==> src/rtl/nbe_pkg.sv <==
// shared types and constants for the normalized byte entropy unit
package nbe_pkg;

    localparam int MaxBytes    = 65536;
    localparam int LogFracBits = 16;
    localparam int CntW        = 17;
    localparam int BinW        = 8;
    localparam int Bins        = 256;
    localparam int LogW        = 5 + LogFracBits;
    localparam int ProdW       = CntW + LogW;
    localparam int AccW        = ProdW + BinW;
    // the divisor is n << (LogFracBits + 3 - 16)
    localparam int DivShift    = LogFracBits + 3 - 16;
    localparam int QuoW        = 20;

    typedef enum logic [3:0] {
        ST_CLEAR,
        ST_COUNT_RD,
        ST_COUNT_WR,
        ST_WALK_RD,
        ST_WALK_LOG,
        ST_WALK_MUL,
        ST_WALK_ACC,
        ST_TOT_LOG,
        ST_TOT_MUL,
        ST_DIV,
        ST_OUT
    } state_t;

    typedef struct packed {
        logic clear_all;
        logic clear_wr;
        logic count_rd;
        logic count_wr;
        logic walk_rd;
        logic log_start;
        logic log_of_total;
        logic mul_bin;
        logic acc_bin;
        logic mul_total;
        logic div_start;
        logic bin_inc;
        logic done_clear;
    } cmd_t;

    typedef struct packed {
        logic bin_last;
        logic log_done;
        logic div_done;
    } sts_t;

endpackage

==> src/rtl/nbe_ctrl.sv <==
// sequencer for counting, entropy walk, division and histogram clear
module nbe_ctrl (
    input  logic          aclk,
    input  logic          aresetn,
    input  logic          s_valid,
    output logic          s_ready,
    input  logic          s_last,
    output logic          m_valid,
    input  logic          m_ready,
    output nbe_pkg::cmd_t cmd,
    input  nbe_pkg::sts_t sts
);
    nbe_pkg::state_t state_reg, state_next;
    logic last_reg, last_next;

    always_ff @(posedge aclk) begin
        if (!aresetn) begin
            state_reg <= nbe_pkg::ST_CLEAR;
            last_reg  <= 1'b0;
        end else begin
            state_reg <= state_next;
            last_reg  <= last_next;
        end
    end

    always_comb begin
        state_next = state_reg;
        last_next  = last_reg;
        cmd        = '0;
        s_ready    = 1'b0;
        m_valid    = 1'b0;
        unique case (state_reg)
            nbe_pkg::ST_CLEAR: begin
                cmd.clear_wr = 1'b1;
                if (sts.bin_last) state_next = nbe_pkg::ST_COUNT_RD;
            end
            nbe_pkg::ST_COUNT_RD: begin
                s_ready      = 1'b1;
                cmd.count_rd = 1'b1;
                if (s_valid) begin
                    last_next  = s_last;
                    state_next = nbe_pkg::ST_COUNT_WR;
                end
            end
            nbe_pkg::ST_COUNT_WR: begin
                cmd.count_wr = 1'b1;
                if (last_reg) begin
                    cmd.clear_all = 1'b1;
                    state_next    = nbe_pkg::ST_WALK_RD;
                end else begin
                    state_next = nbe_pkg::ST_COUNT_RD;
                end
            end
            nbe_pkg::ST_WALK_RD: begin
                cmd.walk_rd = 1'b1;
                state_next  = nbe_pkg::ST_WALK_LOG;
            end
            nbe_pkg::ST_WALK_LOG: begin
                cmd.log_start = 1'b1;
                state_next    = nbe_pkg::ST_WALK_MUL;
            end
            nbe_pkg::ST_WALK_MUL: begin
                if (sts.log_done) begin
                    cmd.mul_bin = 1'b1;
                    state_next  = nbe_pkg::ST_WALK_ACC;
                end
            end
            nbe_pkg::ST_WALK_ACC: begin
                cmd.acc_bin = 1'b1;
                cmd.bin_inc = 1'b1;
                state_next  = sts.bin_last ? nbe_pkg::ST_TOT_LOG : nbe_pkg::ST_WALK_RD;
            end
            nbe_pkg::ST_TOT_LOG: begin
                cmd.log_start    = 1'b1;
                cmd.log_of_total = 1'b1;
                state_next       = nbe_pkg::ST_TOT_MUL;
            end
            nbe_pkg::ST_TOT_MUL: begin
                if (sts.log_done) begin
                    cmd.mul_total = 1'b1;
                    state_next    = nbe_pkg::ST_DIV;
                end
            end
            nbe_pkg::ST_DIV: begin
                cmd.div_start = 1'b1;
                state_next    = nbe_pkg::ST_OUT;
            end
            nbe_pkg::ST_OUT: begin
                if (sts.div_done) begin
                    m_valid = 1'b1;
                    if (m_ready) begin
                        cmd.done_clear = 1'b1;
                        state_next     = nbe_pkg::ST_CLEAR;
                    end
                end
            end
            default: state_next = nbe_pkg::ST_CLEAR;
        endcase
    end
endmodule

==> config.mk <==
export PLATFORM = sky130hd
export DESIGN_NAME = nbe_ctrl
export DESIGN_NICKNAME = d
export VERILOG_FILES = /design/src/rtl/nbe_pkg.sv /design/src/rtl/nbe_ctrl.sv
export SDC_FILE = /design/constraint.sdc
export NUM_CORES = 1
export LEC_CHECK = 0
export BUFFER_PORTS_ARGS = -buffer_cell sky130_fd_sc_hd__buf_4
export CELL_PAD_IN_SITES_DETAIL_PLACEMENT = 1
export CELL_PAD_IN_SITES_GLOBAL_PLACEMENT = 1
export CORE_MARGIN = 3
export CORE_UTILIZATION = 31
export DETAILED_ROUTE_END_ITERATION = 6
export PLACE_DENSITY_LB_ADDON = 0.1
export SYNTH_ARGS = -nofsm -noshare
export SYNTH_HDL_FRONTEND = slang
export SYNTH_SLANG_ARGS = --single-unit
==> constraint.sdc <==
create_clock -name aclk -period 4.9 [get_ports aclk]
set_clock_uncertainty 0.2 [all_clocks]
set_input_delay 0.735 -clock aclk [delete_from_list [all_inputs] [get_ports aclk]]
set_output_delay 0.735 -clock aclk [all_outputs]
set_load 0.02 [all_outputs]
; Yosys cells after proc, flatten, opt, wreduce, memory -nomap -nowiden
; Index checks and enable logic that the tools add are counted.
[totals]
regBits = 5
out_inout_bits = 15
[op_classes]
n_mux = 27
eq_ne = 16
reduce_logical = 4
[op_table]
columns = cell, n
row1 = 4-bit one-hot mux with 11 select lines, 1
row2 = 4-bit 2-to-1 mux, 6
row3 = 1-bit 2-to-1 mux, 18
row4 = 4-bit by 3-bit == test with 1-bit output (second input constant), 4
row5 = 4-bit == test (second input constant), 3
row6 = 2-bit != test (second input constant), 6
row7 = 4-bit by 2-bit == test with 1-bit output (second input constant), 2
row8 = 6-bit AND reduction, 1
row9 = 4-bit by 1-bit == test with 1-bit output (second input constant), 1
row10 = 4-bit logical NOT, 1
row11 = 3-bit 2-to-1 mux, 1
row12 = 2-bit 2-to-1 mux, 1
row13 = 2-bit AND reduction, 1
row14 = 2-bit OR reduction, 1

; Longest topological paths before layout
; Gate-level depths: netlist (run 1).
[logic_depth]
word_depth = 3
mapped_depth = 5
mapped_depth_nobuf = 4

; Least setup slack after synthesis (run 1)
; OpenSTA, ideal clock, no wires.
[synth_timing]
kind = register -> output
from = register state_reg[2]
to = output port cmd[4] in the netlist's numbering
arrival_time_ns = 1.530
path_stages_with_launch = 5
setup_slack_ns = 2.435
n_path_buf = 3
cell_sequence = dfxtp_1 buf_6 clkbuf_1 nor3b_1 buf_4
[synth_rtl]
columns = item, line_no
row1 = start: declaration, nbe_ctrl.sv:13  ; nbe_pkg::state_t state_reg, state_next;
row2 = start signal: assignment, nbe_ctrl.sv:18  ; state_reg <= nbe_pkg::ST_CLEAR;
row3 = start signal: assignment, nbe_ctrl.sv:21  ; state_reg <= state_next;
row4 = end: declaration, nbe_ctrl.sv:10  ; output nbe_pkg::cmd_t cmd,

==> metrics.csv, run 1 <==
metric;value;unit
status;complete, no violations;
max_cap_viol_count;0;
dpl.cell_count;91;
start_kind;register;
numCtsBuffers;3;
setup-tns-final;0;ns
drc;0;
synth_area_leaders;dfxtp_1 (22%), and3_1 (6.8%), nand3b_1 (4.9%);
path_class;reg2out;
nNetsFinal;89;
rows;13;
ys_seq_area_share;21.7;%
io_buffers;22;
first_global_vias;428;
clk_pin_slew;0.05;ns
cts_tree;done;
cp.arrival;1.67;ns
synth_warnings;0;
cp_data_required_time;3.96;ns
antenna_found_initial;0;
p_per_area;347;nW/um^2
peakVddDrop;0.210;mV
finalSetupViolCount;0;
synth_top_cell_by_area;dfxtp_1;
die_w;44.5;um
synth_nets;70;
stdcell_count;95;
htree_levels;1;
cts-root-buf;clkbuf_4;
r2r_start;state_reg[3];
largest_register_ffs;4;
start_util;34.1;%
die_area;1980;sq um
synth_top_area_share;21.7;%
worstSetupStartpoint;state_reg[1];
initialDrtViolationCount;5;
fin_hold_ws;0.443;ns
first_pass_iters;3;
synthArstFlopShare;0;%
cts.path.max_buffers;2;
fmaxAchievable;384;MHz
hold_class;reg2reg;
placed_cell_area;598;sq um
endpoint_kind;output pin;
drt-wirelength-per-cell;13.0;um
routed_wl;1.24;mm
antenna_left;0;
cts_hold_buf;0;
grt_max_degree;20;
post_cts_buffers;0;
fin_area;624;sq um
min_from;last_reg;
syn_to_final_growth;35.6;%
dp_hpwl;903;um
utilization;46.2;%
drive_gt1_share;33.8;%
syn_inst;62;
ys.flop_type;dfxtp_1;
grt-ovfl-total;0;
rsz0062_at_grt;no;
grt_pass1_wl;1.99;mm
detail_route.vias_per_cell;5.40;
die_h;44.5;um
core_area;1350;sq um
ioPinCount;23;
grt_use_total;13.3;%
route.vias.total;513;
hold_violations;0;
fillCellCount;186;
cts.repair.resized;0;
max_slew_margin;63.8;%
ys_seq_elements;5;
cts.sinks;5;
power_leakage;0.302;nW
synth_common_cells;and3_1 (5), dfxtp_1 (5), clkbuf_1 (4), nand2_1 (4), nor2_1 (4);
synth_edf_count;0;
worst-path-max-fanout;15;
gp_congestion;0.745;
ys_types;32;
fin_crit_sh;53.1;%
synth_area;460;sq um
diodes;0;
tightestPinTransition;0.542;ns
avgSynthCellArea;7.43;sq um
fin_crit;2.60;ns
clk_latency;0.24;ns
drv_slew;0;
[path summary, 6_finish.rpt]
| kind | cells past startpoint | to | slack (ns) |
|---|---|---|---|
| worst max-delay path | 4 | cmd[6] | 2.30 |
| worst min-delay path | 2 | last_reg | 0.44 |
| worst max register to register | 4 | state_reg[1] | 3.01 |
| worst min register to register | 2 | last_reg | 0.44 |
[power breakdown]
group / total (mW) / internal [mW] / switching, mW
registers: 0.0722 / 0.0475 / 0.0247
logic: 0.0962 / 0.0448 / 0.0513
clock network: 0.0484 / 0.0308 / 0.0176
[area by class of cell]
type	instances	area [sq um]	area share [%]
clock buffers	4	26.3	4.21
inverters	1	3.75	0.601
repair buffers	22	165	26.5
well taps	15	18.8	3.01
multi-input cells	48	310	49.7
flip-flops and latches	5	100	16.0
[stage by stage]
step	power (mW)	setup slack (ns)
finish	0.217	2.30
global route	0.234	2.11
CTS	0.220	2.29
detailed placement	0.170	2.55
global placement	0.168	2.58
floorplan	0.140	2.44
[placed cells by master (no fill, tap or decap), types with 3 or more instances in the layout]
master / synthesis / routed
nand2_1: 4 / 4
nand2b_1: 3 / 3
dfxtp_1: 5 / 5
a21oi_1: 3 / 3
nor3b_1: 3 / 3
buf_4: 2 / 22
and3_1: 5 / 5
nand3b_1: 3 / 3
clkbuf_4: 0 / 3
nor2_1: 4 / 4
[layer usage]
layer | share of wire [%] | global-route usage (%) | vias to the layer above
met5 | 0 | 0 | -
met4 | 0.81 | 5.42 | 0
met3 | 5.3 | 2.44 | 2
met2 | 43 | 16.9 | 13
met1 | 50 | 20.9 | 240
li1 | - | - | 258
[critical path, stage by stage, from the launching register on]
cell      delay (ns)
dfxtp_1         0.64
nand2b_1        0.24
or2_2           0.36
inv_1           0.06
buf_4           0.13
[logic make-up after synthesis]
group	share of synthesized area [%]
xor gates and xnor gates	1.90
AOI/OAI and AO/OA	19.3
DFF	21.7
and+or+nand+nor	44.0
muxes	2.17
buffers and inverters	10.9
Power figures use the tool's default switching activity.
==> run 2, diff against run 1 <==
--- a/config.mk
+++ b/config.mk
@@ -9,7 +9,7 @@
 export CELL_PAD_IN_SITES_DETAIL_PLACEMENT = 1
 export CELL_PAD_IN_SITES_GLOBAL_PLACEMENT = 1
 export CORE_MARGIN = 3
-export CORE_UTILIZATION = 31
+export CORE_UTILIZATION = 26
 export DETAILED_ROUTE_END_ITERATION = 6
 export PLACE_DENSITY_LB_ADDON = 0.1
 export SYNTH_ARGS = -nofsm -noshare
==> constraint.sdc (replaced) <==
create_clock -name aclk -period 2.21 [get_ports aclk]
set_clock_uncertainty 0.2 [all_clocks]
set_input_delay 0.3315 -clock aclk [delete_from_list [all_inputs] [get_ports aclk]]
set_output_delay 0.3315 -clock aclk [all_outputs]
set_load 0.02 [all_outputs]
==> metrics.csv, run 2 (synthesis gave the netlist of run 1 again) <==
metric;value;unit
grt-ovfl-total;0;
r2r_start;state_reg[2];
wl_met1;564;um
crit_family;flip-flops;
hold_violations;0;
cp_data_required_time;1.68;ns
route.vias.total;513;
clk_latency;0.24;ns
setup-tns-final;0;ns
r2r_cells;4;
slowest_delay;0.55;ns
utilization;41.4;%
drc;0;
timing.rr.end;state_reg[1];
route.met3.wl;82;um
grt_use_total;11.8;%
fin_hold_ws;0.147;ns
worstSetupStartpoint;state_reg[2];
cts_tree;done;
cts_hold_buf;0;
die_h;48.1;um
cpMaxStageDelayCell;dfxtp_1;
core_area;1590;sq um
wl_met2;562;um
first_global_vias;450;
worst-path-max-fanout;13;
cts-root-buf;clkbuf_4;
die_area;2310;sq um
grt_max_degree;20;
routed_wl;1.21;mm
dp_hpwl;949;um
rsz0062_at_grt;no;
grt_pass1_wl;1.93;mm
fin_crit;1.98;ns
fin_crit_sh;89.4;%
largest_register_ffs;4;
cp.arrival;1.44;ns
cp-endpoint;cmd[0];
min_from;aresetn;
antenna_left;0;
initialDrtViolationCount;4;
first_pass_iters;2;
cts.path.max_buffers;2;
highest_layer;met3;
power.total;0.484;mW
cp_num_buf_inv;1;
status;complete, no violations;
rrSetupSlack;0.49;ns
p_per_area;734;nW/um^2
drive_gt1_share;37.3;%
numCtsBuffers;3;
ioPinCount;23;
start_util;28.9;%
io_buffers;22;
drt-wirelength-per-cell;11.3;um
gp_congestion;0.710;
cts.sinks;5;
start_kind;register;
path_cells;nor2_1 > and3_1 > and3_1 > buf_4;
layout_common_cells;buf_4 (25), and3_1 (5), nor2_1 (4), nand2_1 (4), dfxtp_1 (4);
max_slew_margin;73.4;%
detail_route.vias_per_cell;4.79;
syn_to_final_growth;43.2;%
clk_pin_slew;0.04;ns
htree_levels;1;
rows;14;
tightestPinTransition;0.398;ns
max_cap_viol_count;0;
die_w;48.1;um
drv_slew;0;
peakVddDrop;0.681;mV
fmaxAchievable;506;MHz
crit_cells;4;
finalSetupViolCount;0;
diodes;0;
final_common_cell;buf_4;
power_leakage;0.318;nW
nNetsFinal;92;
path_class;reg2out;
endpoint_kind;output pin;
hold_class;in2reg;
antenna_found_initial;0;
cp_common_cell;and3_1;
==> run 2: cell types whose count changed in the layout (fill, tap and decap cells not counted), sizes merged <==
cell | before | now
buf | 22 | 25
==> run 2: repair_timing <==
| item | 4_1_cts | 5_1_grt |
|---|---|---|
| hold endpoints to repair | 0 | 0 |
| setup endpoints to repair | 0 | 3 |
| resized for setup | 0 | 1 |
| setup buffers | 0 | 0 |
==> run 2: how the worst min path moves through the flow <==
stage	endpoint	depth (start not counted)
floorplan	last_reg	1
global placement	last_reg	2
detailed placement	last_reg	2
CTS	last_reg	2
global route	last_reg	2
finish	last_reg	2
==> run 2: final cells by class <==
class                      instances  area, sq um
fill                             214          935
multi-input combinational         48          310
timing repair buffer              25          188
sequential                         5          101
tap                               24         30.0
clock buffer                       4         26.3
inverter                           1         3.75
==> run 2: per-layer routing <==
layer,global-route usage (%),up-vias
li1,-,263
met5,0,-
met3,5.64,0
met2,18.5,15
met4,0,0
met1,15.8,235
==> run 2: where the power goes <==
part / switching, mW / total [mW] / internal (mW)
Sequential: 0.0459 / 0.153 / 0.107
Clock: 0.0359 / 0.104 / 0.0682
Combinational: 0.122 / 0.227 / 0.105
==> run 2: per-stage QoR <==
stage / setup WS [ns] / cells / instance area (sq um)
3_3_place_gp: 0.351 / 103 / 632
3_5_place_dp: 0.318 / 103 / 632
4_1_cts: 0.0615 / 107 / 658
5_1_grt: 0.116 / 107 / 659
6_report: 0.234 / 107 / 659
2_1_floorplan: 0.149 / 62 / 460
==> run 3, diff against run 2 <==
--- a/config.mk
+++ b/config.mk
@@ -8,6 +8,7 @@
 export BUFFER_PORTS_ARGS = -buffer_cell sky130_fd_sc_hd__buf_4
 export CELL_PAD_IN_SITES_DETAIL_PLACEMENT = 1
 export CELL_PAD_IN_SITES_GLOBAL_PLACEMENT = 1
+export CORE_ASPECT_RATIO = 0.8
 export CORE_MARGIN = 3
 export CORE_UTILIZATION = 26
 export DETAILED_ROUTE_END_ITERATION = 6
==> metrics.csv, run 3 (synthesis gave the netlist of run 1 again) <==
metric;value;unit
syn_to_final_growth;40.8;%
die_area;2320;sq um
placed_cell_area;613;sq um
clk_pin_slew;0.05;ns
sequentialPowerShare;32.9;%
fillCellCount;200;
final_common_cell;buf_4;
cts.path.max_buffers;2;
drive_gt1_share;39.5;%
min_delay_path_depth;2;
nNetsFinal;90;
first_global_vias;466;
start_util;30.4;%
cts_hold_buf;0;
worst-path-max-fanout;15;
route.vias.total;514;
grt_use_total;13.0;%
place_ws;0.299;ns
slowest_delay;0.45;ns
clk_latency;0.24;ns
fmaxAchievable;485;MHz
stdcell_count;102;
cp.arrival;1.53;ns
switching_share;43.0;%
layout_common_cells;buf_4 (23), and3_1 (5), nor2_1 (4), nand2_1 (4);
peakVddDrop;0.496;mV
tightestPinTransition;0.460;ns
largest_register_ffs;4;
drt-wirelength-per-cell;13.2;um
antenna_left;0;
r2r_start;state_reg[3];
path_class;reg2out;
detail_route.vias_per_cell;5.04;
cts-root-buf;clkbuf_4;
io_buffers;22;
cp_data_required_time;1.68;ns
max_slew_margin;69.3;%
die_w;53.1;um
ioPinCount;23;
setup-tns-final;0;ns
core_area;1520;sq um
min_from;aresetn;
timing.rr.end;state_reg[1];
cts.sinks;5;
pwr-share-comb;45.2;%
max_cap_viol_count;0;
die_h;43.6;um
finalSetupViolCount;0;
clock_power_share;21.9;%
endpoint_kind;output pin;
drc;0;
p_per_area;759;nW/um^2
min_to;last_reg;
gp_congestion;0.750;
htree_levels;1;
cpMaxStageDelayCell;dfxtp_1;
fin_crit;2.06;ns
first_pass_iters;4;
grt-ovfl-total;0;
cts_tree;done;
finalWorstSetupSlack;0.148;ns
rows;12;
routed_wl;1.35;mm
dpl.cell_count;98;
rsz0062_at_grt;no;
hold_violations;0;
fin_hold_ws;0.161;ns
p_sw;0.212;mW
path_cells;nand2b_1 > or2_2 > inv_1 > buf_4;
utilization;42.7;%
hold_class;in2reg;
power.total;0.492;mW
antenna_found_initial;0;
numCtsBuffers;3;
fin_area;648;sq um
diodes;0;
start_kind;register;
fin_crit_sh;93.3;%
cp_num_buf_inv;2;
status;complete, no violations;
grt_max_degree;20;
r2r_cells;4;
dp_hpwl;984;um
grt_pass1_wl;2.17;mm
rrSetupSlack;0.32;ns
power_leakage;0.312;nW
drv_slew;0;
crit_family;simple AND/OR/NAND/NOR gates;
initialDrtViolationCount;7;
internal_power;0.280;mW
## run 3: changes by cell type in the layout (fill, tap and decap cells not counted), sizes merged
cell  before  now
buf       25   23
## run 3: timing repair
| action | CTS | global route |
|---|---|---|
| setup buffers | 0 | 0 |
| resized for setup | 0 | 4 |
| setup endpoints to repair | 0 | 5 |
## run 3: final cells by class
class                   count  area (sq um)  area share (%)
flip-flops and latches      5           104            16.0
clock buffers               4          26.3            4.05
multi-input cells          48           315            48.6
inverters                   1          3.75           0.579
repair buffers             23           173            26.6
well taps                  21          26.3            4.05
## run 3: worst max path at each step
stage	startpoint	endpoint	slack [ns]	depth (start not counted)
2_1_floorplan	state_reg[2]	cmd[4]	0.15	4
3_3_place_gp	state_reg[0]	cmd[10]	0.36	3
3_5_place_dp	state_reg[0]	s_ready	0.30	3
4_1_cts	state_reg[0]	s_ready	0.03	3
5_1_grt	state_reg[3]	cmd[12]	0.05	4
6_report	state_reg[3]	cmd[6]	0.15	4
## run 3: power by group through the flow
stage / clock network, mW / registers (mW) / logic [mW]
6_report: 0.108 / 0.162 / 0.222
5_1_grt: 0.120 / 0.167 / 0.246
4_1_cts: 0.114 / 0.157 / 0.224
3_5_place_dp: 0 / 0.159 / 0.223
3_3_place_gp: 0 / 0.159 / 0.220
2_1_floorplan: 0 / 0.113 / 0.197
## run 3: routing by layer
metal  up-vias  track usage, %  wire length [um]
li1        262               -                 -
met1       233            18.1               631
met2        17            17.1               603
met3         2            4.12                87
met4         0            7.65                23
met5         -               0                 0
